## config.mk

```make
export PLATFORM = sky130hd
export DESIGN_NAME = canfd_bit_timing_solver_unit
export DESIGN_NICKNAME = d
export VERILOG_FILES = /design/src/rtl/cbts_pkg.sv /design/src/rtl/cbts_div.sv /design/src/rtl/cbts_dpath.sv /design/src/rtl/cbts_ctrl.sv /design/src/rtl/canfd_bit_timing_solver_unit.sv
export SDC_FILE = /design/constraint.sdc
export NUM_CORES = 2
export LEC_CHECK = 0
export ABC_AREA = 1
export BUFFER_PORTS_ARGS = -buffer_cell sky130_fd_sc_hd__buf_2
export CORE_AREA = 2 2 349 351
export CTS_BUF_LIST = sky130_fd_sc_hd__clkbuf_16
export CTS_CLUSTER_SIZE = 28
export DETAILED_ROUTE_END_ITERATION = 8
export DIE_AREA = 0 0 351 353
export MAX_ROUTING_LAYER = met4
export PLACE_DENSITY = 0.53
export REMOVE_ABC_BUFFERS = 1
export SETUP_SLACK_MARGIN = 0.5
export SYNTH_ARGS = -nofsm -noshare
export SYNTH_HDL_FRONTEND = slang
export SYNTH_SLANG_ARGS = --single-unit
```

## constraint.sdc

```tcl
create_clock -name aclk -period 13.7 [get_ports aclk]
set_input_delay 1.37 -clock aclk [delete_from_list [all_inputs] [get_ports aclk]]
set_output_delay 1.37 -clock aclk [all_outputs]
set_load 0.01 [all_outputs]
```

## src/rtl/cbts_pkg.sv

```systemverilog
// cbts_pkg: shared constants and types for the can fd bit timing solver
// used by cbts_ctrl, cbts_dpath and canfd_bit_timing_solver_unit
package cbts_pkg;

    localparam int MAX_PRESCALER_DEF = 256;

    localparam int CLK_W  = 32;
    localparam int PCT_W  = 8;
    // quotient of a 32-bit clock over a divisor of at least one
    localparam int TOT_W  = 32;

    // phase limits
    localparam logic [8:0] NOM_T1_MIN  = 9'd2;
    localparam logic [8:0] NOM_T1_MAX  = 9'd256;
    localparam logic [8:0] NOM_T2_MIN  = 9'd1;
    localparam logic [8:0] NOM_T2_MAX  = 9'd128;
    localparam logic [8:0] NOM_SJW_MAX = 9'd128;
    localparam logic [8:0] DAT_T1_MIN  = 9'd1;
    localparam logic [8:0] DAT_T1_MAX  = 9'd32;
    localparam logic [8:0] DAT_T2_MIN  = 9'd1;
    localparam logic [8:0] DAT_T2_MAX  = 9'd16;
    localparam logic [8:0] DAT_SJW_MAX = 9'd16;

    localparam logic [6:0] ROUND_HALF  = 7'd50;
    localparam logic [6:0] PCT_FULL    = 7'd100;
    localparam logic [2:0] MIN_QUANTA  = 3'd4;
    localparam logic [6:0] OFFSET_MAX  = 7'h7F;
    localparam logic [1:0] TDC_AUTO    = 2'd2;

    // controller commands to the datapath
    typedef struct packed {
        logic load;       // capture request, clear results
        logic phase_sel;  // 0 nominal, 1 data
        logic trial_init; // brp <= 1 for this phase
        logic mul_go;     // form divisor = rate * brp
        logic div_start;  // start clock / divisor
        logic eval;       // form rounding numerator from quotient
        logic brp_inc;    // next prescaler
        logic commit;     // latch phase result
        logic finish;     // form delay comp word
    } cbts_cmd_t;

    typedef struct packed {
        logic pct_bad;
        logic rate_zero;
        logic div_busy;
        logic exact;      // remainder zero
        logic few;        // quotient below four
        logic fits;       // tseg limits met
        logic brp_last;   // brp equals max prescaler
    } cbts_sts_t;

endpackage

```

## src/rtl/cbts_div.sv

```systemverilog
// cbts_div: restoring divider, one quotient bit per cycle
// depends on cbts_pkg
module cbts_div
    import cbts_pkg::*;
(
    input  logic             aclk,
    input  logic             aresetn,
    input  logic             start,
    input  logic [CLK_W-1:0] dividend,
    input  logic [40:0]      divisor,
    output logic             busy,
    output logic [CLK_W-1:0] quot,
    output logic [40:0]      rem
);
    logic [5:0]       cnt_reg, cnt_next;
    logic [CLK_W-1:0] q_reg, q_next;
    logic [41:0]      r_reg, r_next;
    logic [41:0]      shifted, diff;

    always_comb begin
        shifted = {r_reg[40:0], q_reg[CLK_W-1]};
        diff    = shifted - {1'b0, divisor};
        cnt_next = cnt_reg;
        q_next   = q_reg;
        r_next   = r_reg;
        if (start) begin
            cnt_next = 6'(CLK_W);
            q_next   = dividend;
            r_next   = '0;
        end else if (cnt_reg != 6'd0) begin
            cnt_next = cnt_reg - 6'd1;
            if (!diff[41]) begin
                r_next = diff;
                q_next = {q_reg[CLK_W-2:0], 1'b1};
            end else begin
                r_next = shifted;
                q_next = {q_reg[CLK_W-2:0], 1'b0};
            end
        end
    end

    always_ff @(posedge aclk) begin
        if (!aresetn) begin
            cnt_reg <= '0;
        end else begin
            cnt_reg <= cnt_next;
        end
        q_reg <= q_next;
        r_reg <= r_next;
    end

    assign busy = (cnt_reg != 6'd0);
    assign quot = q_reg;
    assign rem  = r_reg[40:0];
endmodule

```

## src/rtl/cbts_dpath.sv

```systemverilog
// cbts_dpath: operand registers, prescaler, divider and timing field math
// depends on cbts_pkg and cbts_div
module cbts_dpath
    import cbts_pkg::*;
#(
    parameter int MAX_PRESCALER = MAX_PRESCALER_DEF
) (
    input  logic             aclk,
    input  logic             aresetn,
    input  cbts_cmd_t        cmd,
    output cbts_sts_t        sts,
    input  logic [CLK_W-1:0] clock_hz,
    input  logic [CLK_W-1:0] nominal_rate,
    input  logic [CLK_W-1:0] data_rate,
    input  logic [PCT_W-1:0] sample_percent,
    output logic [31:0]      nominal_word,
    output logic [31:0]      data_word,
    output logic [31:0]      delay_comp_word
);
    localparam int BRP_W = $clog2(MAX_PRESCALER + 1);

    logic [CLK_W-1:0] clk_reg, nr_reg, dr_reg;
    logic [PCT_W-1:0] pct_reg;
    logic [BRP_W-1:0] brp_reg;
    logic [40:0]      divisor_reg;
    logic [31:0]      nw_reg, dw_reg, dcw_reg;
    logic [8:0]       t1d_reg;
    logic [8:0]       brpd_reg;
    logic [31:0]      word_reg;
    logic [8:0]       t1_reg;
    logic             fits_reg;
    logic [39:0]      rnum_reg;
    logic [CLK_W-1:0] quot;
    logic [40:0]      rem;
    logic             div_busy;
    logic [CLK_W-1:0] rate;

    assign rate = cmd.phase_sel ? dr_reg : nr_reg;

    cbts_div u_div (
        .aclk     (aclk),
        .aresetn  (aresetn),
        .start    (cmd.div_start),
        .dividend (clk_reg),
        .divisor  (divisor_reg),
        .busy     (div_busy),
        .quot     (quot),
        .rem      (rem)
    );

    // r = (total*pct+50)/100 ; any r above 257 fails the tseg1 limit, so only a
    // numerator below 25800 needs the exact quotient
    localparam logic [39:0] R_NUM_LIMIT = 40'd25800;
    localparam logic [12:0] RECIP_100   = 13'd5243;  // ceil(2^19 / 100)
    logic [39:0] rprod;
    assign rprod = 40'(quot) * 40'(pct_reg);

    // ev cycle registers the numerator, next cycle divides by 100
    logic        r_big;
    logic [27:0] r_mul;
    logic [33:0] r_val;
    always_comb begin
        r_big = (rnum_reg >= R_NUM_LIMIT);
        r_mul = 28'(rnum_reg[14:0]) * 28'(RECIP_100);
        r_val = 34'(r_mul[27:19]);
    end

    logic [8:0] t1_min, t1_max, t2_min, t2_max, sjw_max;
    assign t1_min  = cmd.phase_sel ? DAT_T1_MIN  : NOM_T1_MIN;
    assign t1_max  = cmd.phase_sel ? DAT_T1_MAX  : NOM_T1_MAX;
    assign t2_min  = cmd.phase_sel ? DAT_T2_MIN  : NOM_T2_MIN;
    assign t2_max  = cmd.phase_sel ? DAT_T2_MAX  : NOM_T2_MAX;
    assign sjw_max = cmd.phase_sel ? DAT_SJW_MAX : NOM_SJW_MAX;

    logic [33:0] t1w;
    logic [33:0] t2w;
    logic        ok;
    logic [8:0]  sjw;
    always_comb begin
        t1w = r_val - 34'd1;
        t2w = 34'(quot) - 34'd1 - t1w;
        ok  = !r_big && (r_val != 34'd0)
            && (t1w >= 34'(t1_min)) && (t1w <= 34'(t1_max))
            && (34'(quot) >= 34'd1 + t1w + 34'(t2_min))
            && (t2w <= 34'(t2_max));
        sjw = (t2w[8:0] < sjw_max) ? t2w[8:0] : sjw_max;
    end

    logic [15:0] off_full;
    assign off_full = 16'(brpd_reg) * 16'(t1d_reg);

    always_ff @(posedge aclk) begin
        if (cmd.load) begin
            clk_reg <= clock_hz;
            nr_reg  <= nominal_rate;
            dr_reg  <= data_rate;
            pct_reg <= sample_percent;
            nw_reg  <= '0;
            dw_reg  <= '0;
            dcw_reg <= '0;
        end
        if (cmd.trial_init) brp_reg <= BRP_W'(1);
        else if (cmd.brp_inc) brp_reg <= brp_reg + BRP_W'(1);
        if (cmd.mul_go) divisor_reg <= 41'(rate) * 41'(brp_reg);
        if (cmd.eval) rnum_reg <= rprod + 40'(ROUND_HALF);
        // second eval cycle registers fit result
        fits_reg <= ok;
        word_reg <= {8'(brp_reg - BRP_W'(1)), 8'(t1w - 34'd1), 8'(t2w - 34'd1),
                     8'(sjw - 9'd1)};
        t1_reg   <= t1w[8:0];
        if (cmd.commit) begin
            if (cmd.phase_sel) begin
                dw_reg   <= word_reg;
                t1d_reg  <= t1_reg;
                brpd_reg <= 9'(brp_reg);
            end else begin
                nw_reg <= word_reg;
            end
        end
        if (cmd.finish)
            dcw_reg <= {14'd0, TDC_AUTO, 1'b0,
                        (off_full > 16'(OFFSET_MAX)) ? OFFSET_MAX : off_full[6:0], 8'd0};
    end

    assign sts.pct_bad   = (pct_reg == '0) || (pct_reg >= PCT_W'(PCT_FULL));
    assign sts.rate_zero = (rate == '0);
    assign sts.div_busy  = div_busy;
    assign sts.exact     = (rem == '0);
    assign sts.few       = (quot < 32'(MIN_QUANTA));
    assign sts.fits      = fits_reg;
    assign sts.brp_last  = (brp_reg == BRP_W'(MAX_PRESCALER));

    assign nominal_word    = nw_reg;
    assign data_word       = dw_reg;
    assign delay_comp_word = dcw_reg;
endmodule

```

## src/rtl/cbts_ctrl.sv

```systemverilog
// cbts_ctrl: sequencer over phases and prescaler trials
// depends on cbts_pkg
module cbts_ctrl
    import cbts_pkg::*;
(
    input  logic      aclk,
    input  logic      aresetn,
    input  logic      start,
    input  logic      out_taken,
    output logic      idle,
    output logic      out_valid,
    output logic      err,
    output cbts_cmd_t cmd,
    input  cbts_sts_t sts
);
    localparam logic [3:0] S_IDLE = 4'd0, S_CHK = 4'd1, S_INIT = 4'd2, S_MUL = 4'd3,
                           S_DIV = 4'd4, S_WAIT = 4'd5, S_TEST = 4'd6, S_EV2 = 4'd7,
                           S_EV3 = 4'd8, S_NEXT = 4'd9, S_FIN = 4'd10, S_OUT = 4'd11,
                           S_FAIL = 4'd12;

    logic [3:0] state_reg, state_next;
    logic       ph_reg, ph_next, err_reg, err_next;

    always_comb begin
        state_next = state_reg;
        ph_next    = ph_reg;
        err_next   = err_reg;
        cmd        = '0;
        cmd.phase_sel = ph_reg;
        unique case (state_reg)
            S_IDLE: if (start) begin
                cmd.load = 1'b1; ph_next = 1'b0; err_next = 1'b0; state_next = S_CHK;
            end
            S_CHK: state_next = sts.pct_bad ? S_FAIL : S_INIT;
            S_INIT: begin
                cmd.trial_init = 1'b1;
                state_next = sts.rate_zero ? S_FAIL : S_MUL;
            end
            S_MUL: begin cmd.mul_go = 1'b1; state_next = S_DIV; end
            S_DIV: begin cmd.div_start = 1'b1; state_next = S_WAIT; end
            S_WAIT: if (!sts.div_busy) state_next = S_TEST;
            S_TEST: begin
                if (!sts.exact) state_next = S_NEXT;
                else if (sts.few) state_next = S_FAIL;
                else begin cmd.eval = 1'b1; state_next = S_EV2; end
            end
            S_EV2: state_next = S_EV3;   // fit terms register
            S_EV3: begin
                if (sts.fits) begin
                    cmd.commit = 1'b1;
                    if (ph_reg) state_next = S_FIN;
                    else begin ph_next = 1'b1; state_next = S_INIT; end
                end else state_next = S_NEXT;
            end
            S_NEXT: begin
                if (sts.brp_last) state_next = S_FAIL;
                else begin cmd.brp_inc = 1'b1; state_next = S_MUL; end
            end
            S_FIN: begin cmd.finish = 1'b1; state_next = S_OUT; end
            S_FAIL: begin err_next = 1'b1; cmd.load = 1'b0; state_next = S_OUT; end
            S_OUT: if (out_taken) state_next = S_IDLE;
            default: state_next = S_IDLE;
        endcase
    end

    always_ff @(posedge aclk) begin
        if (!aresetn) begin
            state_reg <= S_IDLE;
            ph_reg    <= 1'b0;
            err_reg   <= 1'b0;
        end else begin
            state_reg <= state_next;
            ph_reg    <= ph_next;
            err_reg   <= err_next;
        end
    end

    assign idle      = (state_reg == S_IDLE);
    assign out_valid = (state_reg == S_OUT);
    assign err       = err_reg;
endmodule

```

## src/rtl/canfd_bit_timing_solver_unit.sv

```systemverilog
// channel  dir  tdata fields (low bit up)                         tuser
// s_axis   in   clock_hz, nominal_rate, data_rate, sample_percent  -
// m_axis   out  nominal_word, data_word, delay_comp_word           status
// one request at a time; each prescaler trial runs the divider once, and a request
// tries up to MAX_PRESCALER prescalers in each of its two phases
// reset clears the sequencer; the result is held until m_tready
// top level, depends on cbts_pkg, cbts_ctrl, cbts_dpath
module canfd_bit_timing_solver_unit
    import cbts_pkg::*;
#(
    parameter int MAX_PRESCALER = MAX_PRESCALER_DEF
) (
    input  logic         aclk,
    input  logic         aresetn,
    input  logic         s_tvalid,
    output logic         s_tready,
    input  logic [103:0] s_tdata,  // clock_hz, nominal_rate, data_rate, sample_percent
    output logic         m_tvalid,
    input  logic         m_tready,
    output logic [95:0]  m_tdata,  // nominal_word, data_word, delay_comp_word
    output logic         m_tuser   // status
);
    cbts_cmd_t cmd;
    cbts_sts_t sts;
    logic idle, err;
    logic [31:0] nw, dw, dcw;

    cbts_ctrl u_ctrl (
        .aclk (aclk), .aresetn (aresetn), .start (s_tvalid), .out_taken (m_tready),
        .idle (idle), .out_valid (m_tvalid), .err (err), .cmd (cmd), .sts (sts)
    );

    cbts_dpath #(.MAX_PRESCALER (MAX_PRESCALER)) u_dpath (
        .aclk (aclk), .aresetn (aresetn), .cmd (cmd), .sts (sts),
        .clock_hz (s_tdata[31:0]), .nominal_rate (s_tdata[63:32]),
        .data_rate (s_tdata[95:64]), .sample_percent (s_tdata[103:96]),
        .nominal_word (nw), .data_word (dw), .delay_comp_word (dcw)
    );

    assign s_tready = idle;
    // error result reads as zero words
    assign m_tdata  = err ? 96'd0 : {dcw, dw, nw};
    assign m_tuser  = err;
endmodule

```

# After elaboration in Yosys (flattened, before gate mapping)
# Cells that the tools add are included.
# word_totals
register_bits	411
out_inout_bits	99
word_cells	139
# op_classes
addsub	13
mul	4
n_lt_le_gt_ge	9
eq_ne	17
n_mux	49
bitwise	1
reduce_logical	23
# op_table
operator	count
$mux W32	9
$mux W82	1
$pmux W4 S12	1
$sub A42 B41 Y42	1
$logic_not A41 Y1	1
$mul A32 B9 Y41	1
$mux W41	1
$add A40 B6 Y40 const B	1
$ge A40 B15 Y1 const B	1
$mul A32 B8 Y40	1
$mux W4	10
$add A1 B34 Y34 const A	1
$add A34 B1 Y34 const B	1
$ge A32 B34 Y1	1
$ge A34 B2 Y1	1
$le A34 B8 Y1	1
$le A34 B9 Y1	1
$reduce_bool A34 Y1	1
$sub A33 B10 Y34	1
$sub A32 B1 Y33 const B	1
$logic_not A32 Y1	1
$lt A32 B3 Y1 const B	1
$sub A8 B1 Y8 const B	4
$mux W15	2
33 further kinds	71

# Longest topological paths before layout
# depth
depth_word	7
ltp_mapped	52

# Modules after synthesis
# A second synthesis with hierarchy kept.
# hier_totals
cells_unflattened	6164
area_unflattened_um2	47654.5
# by_module_without_submodules
mod	instances	cells_each	area_each_um2	seq_area_each_um2
cbts_dpath	1	4548	38479.4	8628.3
cbts_div	1	1312	7748.7	1901.8
canfd_bit_timing_solver_unit	1	203	892.1	0.0
cbts_ctrl	1	101	534.3	120.1

# Worst setup path after synthesis
# No wires, ideal clock.
# synth_path
path_kind	register to register
startpoint	reg u_dpath.rnum_reg[13]
endpoint	reg u_dpath.fits_reg
setup_time_ps	64
t_arrival_ps	8002
setup_slack_ps	5634
stages_incl_launch_ff	47
path_buffers	0
synth_period_minus_slack_ps	8066
cell_sequence	edfxtp_1 -> fa_1 -> ha_1 -> inv_1 -> fa_1 -> inv_1 -> fa_1 -> inv_1 -> fa_1 -> inv_1 -> ha_1 -> nand2_1 -> inv_1 -> nand2_1 -> nand2_1 -> a21oi_1 -> nand3_1 -> nand2_1 -> [... 11 more ...] -> nand3_1 -> nor3_1 -> a21oi_1 -> o21ai_0 -> nand2_1 -> nand2_1 -> nand2_1 -> a21oi_1 -> nand3_1 -> a21oi_1 -> nand2_1 -> nor2_1 -> nand3_1 -> nor2_1 -> nand3_1 -> nor2_1 -> nand4_1 -> nor2_1
# synth_via
elab_chain_cells	7
# synth_rtl
item	line_no	text
start, declared	cbts_dpath.sv:32	logic [39:0] rnum_reg;
start signal, assigned	cbts_dpath.sv:105	if (cmd.eval) rnum_reg <= rprod + 40'(ROUND_HALF);
$mul A15 B13 Y28 / $ge A40 B15 Y1 (equally long branches)	cbts_dpath.sv:64, cbts_dpath.sv:63	
$sub A9 B1 Y10, or another cell as far along	cbts_dpath.sv:80	t1w = r_val - 34'd1;
$add A1 B34 Y34, or another cell as far along	cbts_dpath.sv:84	&& (34'(quot) >= 34'd1 + t1w + 34'(t2_min))
$add A34 B1 Y34 / $logic_and A1 B1 Y1 (equally long branches)	cbts_dpath.sv:84, cbts_dpath.sv:83	
$ge A32 B34 Y1 / $logic_and A1 B1 Y1 (equally long branches)	cbts_dpath.sv:84, cbts_dpath.sv:83	
$logic_and A1 B1 Y1	cbts_dpath.sv:84	
$logic_and A1 B1 Y1 (*)	cbts_dpath.sv:85	&& (t2w <= 34'(t2_max));
named net u_dpath.ok	cbts_dpath.sv:77	logic ok;
end signal, assigned	cbts_dpath.sv:107	fits_reg <= ok;
end, declared	cbts_dpath.sv:31	logic fits_reg;
# The timed path passes the listed nets; every way through them passes the cells marked *.
# A chain may end at the register's enable or synchronous reset.

# Worst setup path after layout
# layout_path
startpoint	reg u_dpath.rnum_reg[13]
endpoint	reg u_dpath.fits_reg
# layout_via
elab_chain_cells	7
# layout_rtl
item	line_no	text
$mul A15 B13 Y28 (*)	cbts_dpath.sv:64	r_mul = 28'(rnum_reg[14:0]) * 28'(RECIP_100);
$sub A9 B1 Y10 (*)	cbts_dpath.sv:80	
named net u_dpath.t1w[0]	cbts_dpath.sv:75	logic [33:0] t1w;
$add A1 B34 Y34 / $ge A34 B2 Y1 (equally long branches)	cbts_dpath.sv:84, cbts_dpath.sv:83	
$add A34 B1 Y34 / $logic_and A1 B1 Y1 (equally long branches)	cbts_dpath.sv:84, cbts_dpath.sv:83	
$ge A32 B34 Y1 / $logic_and A1 B1 Y1 (equally long branches)	cbts_dpath.sv:84, cbts_dpath.sv:83	
$logic_and A1 B1 Y1	cbts_dpath.sv:84	
$logic_and A1 B1 Y1 (*)	cbts_dpath.sv:85	
named net u_dpath.ok	cbts_dpath.sv:77	
# Marked as above.

==> results.sh <==
export IMPL_outcome="finished, final reports clean"
export IMPL_slew_headroom_pct=21.82
export IMPL_hold_end="u_dpath.t1d_reg[5]"
export IMPL_synth_area_top_cells="fa_1 (23%), edfxtp_1 (16%), ha_1 (12%)"
export IMPL_insertion_delay_ns=0.67
export IMPL_skew_ns=0.03902
export IMPL_ioPinCount=207
export IMPL_synth_top_cell_by_area="fa_1"
export IMPL_dieWidth_um=351
export IMPL_drv_cap=0
export IMPL_drt_wl_total_um=121400
export IMPL_synthDistinctLibCells=70
export IMPL_cts_sinks=411
export IMPL_end_kind="flip-flop"
export IMPL_nets=6822
export IMPL_start_kind="flip-flop"
export IMPL_rows=128
export IMPL_grt_setup_unrepaired="no"
export IMPL_cts_hold_buf=0
export IMPL_drive_above_1_share_pct=7.264
export IMPL_post_route_period_util_pct=65.09
export IMPL_arrival_ns=9.51
export IMPL_first_iter_violations=2023
export IMPL_grt_usage_pct=20.62
export IMPL_ant_nets=0
export IMPL_reg2reg_from="u_dpath.rnum_reg[13]"
export IMPL_core_area_um2=120600
export IMPL_hold_viol_final=0
export IMPL_dr_pass1_iters=6
export IMPL_drv_slew=0
export IMPL_reg2reg_to="u_dpath.fits_reg"
export IMPL_setup_tns_ns=0
export IMPL_critPathSlowestCell="edfxtp_1"
export IMPL_post_synth_top_count_cell="inv_1"
export IMPL_start_util_pct=37.71
export IMPL_cts_setup_buffers=0
export IMPL_cts_resized=0
export IMPL_multiInputGateArea_um2=29230
export IMPL_post_dp_hpwl_um=95550
export IMPL_synth_edf_count=242
export IMPL_ys_ff_latch=411
export IMPL_hold_depth=0
export IMPL_numCtsBuffers=52
export IMPL_seq_area_frac_synth_pct=23.42
export IMPL_areaGrowthSynthToFinish_pct=9.435
export IMPL_worst_setup_path_type="reg -> reg"
export IMPL_cts_buffer_depth=3
export IMPL_die_height_um=353
export IMPL_ys_warn_count=0
export IMPL_tightest_slew_ns=1.169
export IMPL_crit_required_ns=14.30
export IMPL_cts_tree="yes"
export IMPL_async_reset_ff_share_pct=0
export IMPL_setup_viol=0
export IMPL_dieArea_um2=123900
export IMPL_via_per_inst=4.763
export IMPL_grt_max_degree=76
export IMPL_r2r_cells=45
export IMPL_fillers=12320
export IMPL_path_clk_slew_ns=0.06
export IMPL_grt_pass1_vias=36090
export IMPL_hold_class="reg -> reg"
export IMPL_htree_num_levels=2
export IMPL_seqCellArea_um2=10650
export IMPL_clock_fmax_mhz=112.1
export IMPL_synth_commonest_cells="inv_1 (1276), nand2_1 (1209), fa_1 (514)"
export IMPL_holdCritStartpoint="u_dpath.t1_reg[5]"
export IMPL_syn_avg_cell_area_um2=8.016
export IMPL_synth_top_flop_cell="edfxtp_1"
export IMPL_worst_path_largest_cell_delay_ns=0.60
export IMPL_grt_pass1_wl_um=197500
export IMPL_synth_cells=5673
export IMPL_layout_min_cycle_time_ns=8.917
export IMPL_root_buffer="clkbuf_16"
export IMPL_gp_congestion=0.8876
export IMPL_reg2reg_setup_slack_ns=4.78
export IMPL_synth_top_area_share_pct=22.63
export IMPL_drc=0
export IMPL_port_buffers=182
export IMPL_grt_overflow=0
export IMPL_wire_per_inst_um=16.30
export IMPL_antenna_found_initial=3
export IMPL_crit_fanout=10
export IMPL_via_count=35490
export IMPL_synth_area_um2=45470
==> worst max path at each step <==
stage | from | to | cells after the start
2_1_floorplan | u_dpath.rnum_reg[13] | u_dpath.fits_reg | 46
3_3_place_gp | u_dpath.rnum_reg[13] | u_dpath.fits_reg | 46
3_5_place_dp | u_dpath.rnum_reg[13] | u_dpath.fits_reg | 45
4_1_cts | u_dpath.rnum_reg[13] | u_dpath.fits_reg | 45
5_1_grt | u_dpath.rnum_reg[13] | u_dpath.fits_reg | 45
6_report | u_dpath.rnum_reg[13] | u_dpath.fits_reg | 45
==> metrics by stage <==
step | area, µm² | cells | util, % | hold slack, ns | setup WS, ns
6_report | 49770 | 7450 | 41.27 | 0.4011 | 4.783
5_1_grt | 49770 | 7450 | 41.27 | 0.4021 | 3.920
3_5_place_dp | 48020 | 7352 | 39.82 | 0.3887 | 4.805
4_1_cts | 49760 | 7448 | 41.26 | 0.3972 | 4.790
3_3_place_gp | 48020 | 7352 | 39.82 | 0.3889 | 5.001
2_1_floorplan | 44690 | 5498 | - | 0.3855 | 5.633
==> placed cells by master, fill, tap and decap left out, types with 42 or more instances in the layout <==
master,n
edfxtp_1,242
xnor2_1,53
ha_1,419
nand3_1,195
fa_1,514
nand2_1,1205
buf_2,182
nor3_1,42
buf_4,47
nor2_1,455
nand4_1,54
clkbuf_16,56
o21ai_0,201
a21oi_1,240
xor2_1,133
inv_1,1283
dfxtp_1,167
==> kinds of logic after synthesis <==
logic type | share of synthesized area (%)
fa+ha+maj | 34.16
flops | 23.42
compound gates | 7.192
other cells | 0.008246
buf+inv | 12.57
simple gates | 18.95
xor+xnor | 3.703
==> metal layers <==
layer | vias to the layer above | track usage, % | wire [µm]
li1 | 17610 | - | -
met1 | 16990 | 29.28 | 59250
met2 | 782 | 31.98 | 54190
met3 | 104 | 2.391 | 5927
met4 | 0 | 3.605 | 2047
met5 | - | - | 0
==> area by class of cell <==
| cell class | count | share of cell area, % |
|---|---|---|
| multi-input combinational | 3797 | 58.74 |
| timing repair buffer | 229 | 2.539 |
| clock inverter | 40 | 0.6713 |
| inverter | 1290 | 9.735 |
| sequential | 411 | 21.41 |
| antenna | 2 | 0.01006 |
| tap | 1625 | 4.086 |
| clock buffer | 56 | 2.816 |
==> critical path, delay by kind of cell, from the launching register on <==
kind / cells / cell delay (ns)
DFF: 1 / 0.60
adders and majority gates: 9 / 3.55
and+or+nand+nor: 26 / 3.56
buffers and inverters: 4 / 0.29
AOI/OAI and AO/OA: 6 / 0.83
Power is not shown: default switching activity piles up to over one toggle a cycle in this logic, so the estimate is an artifact.
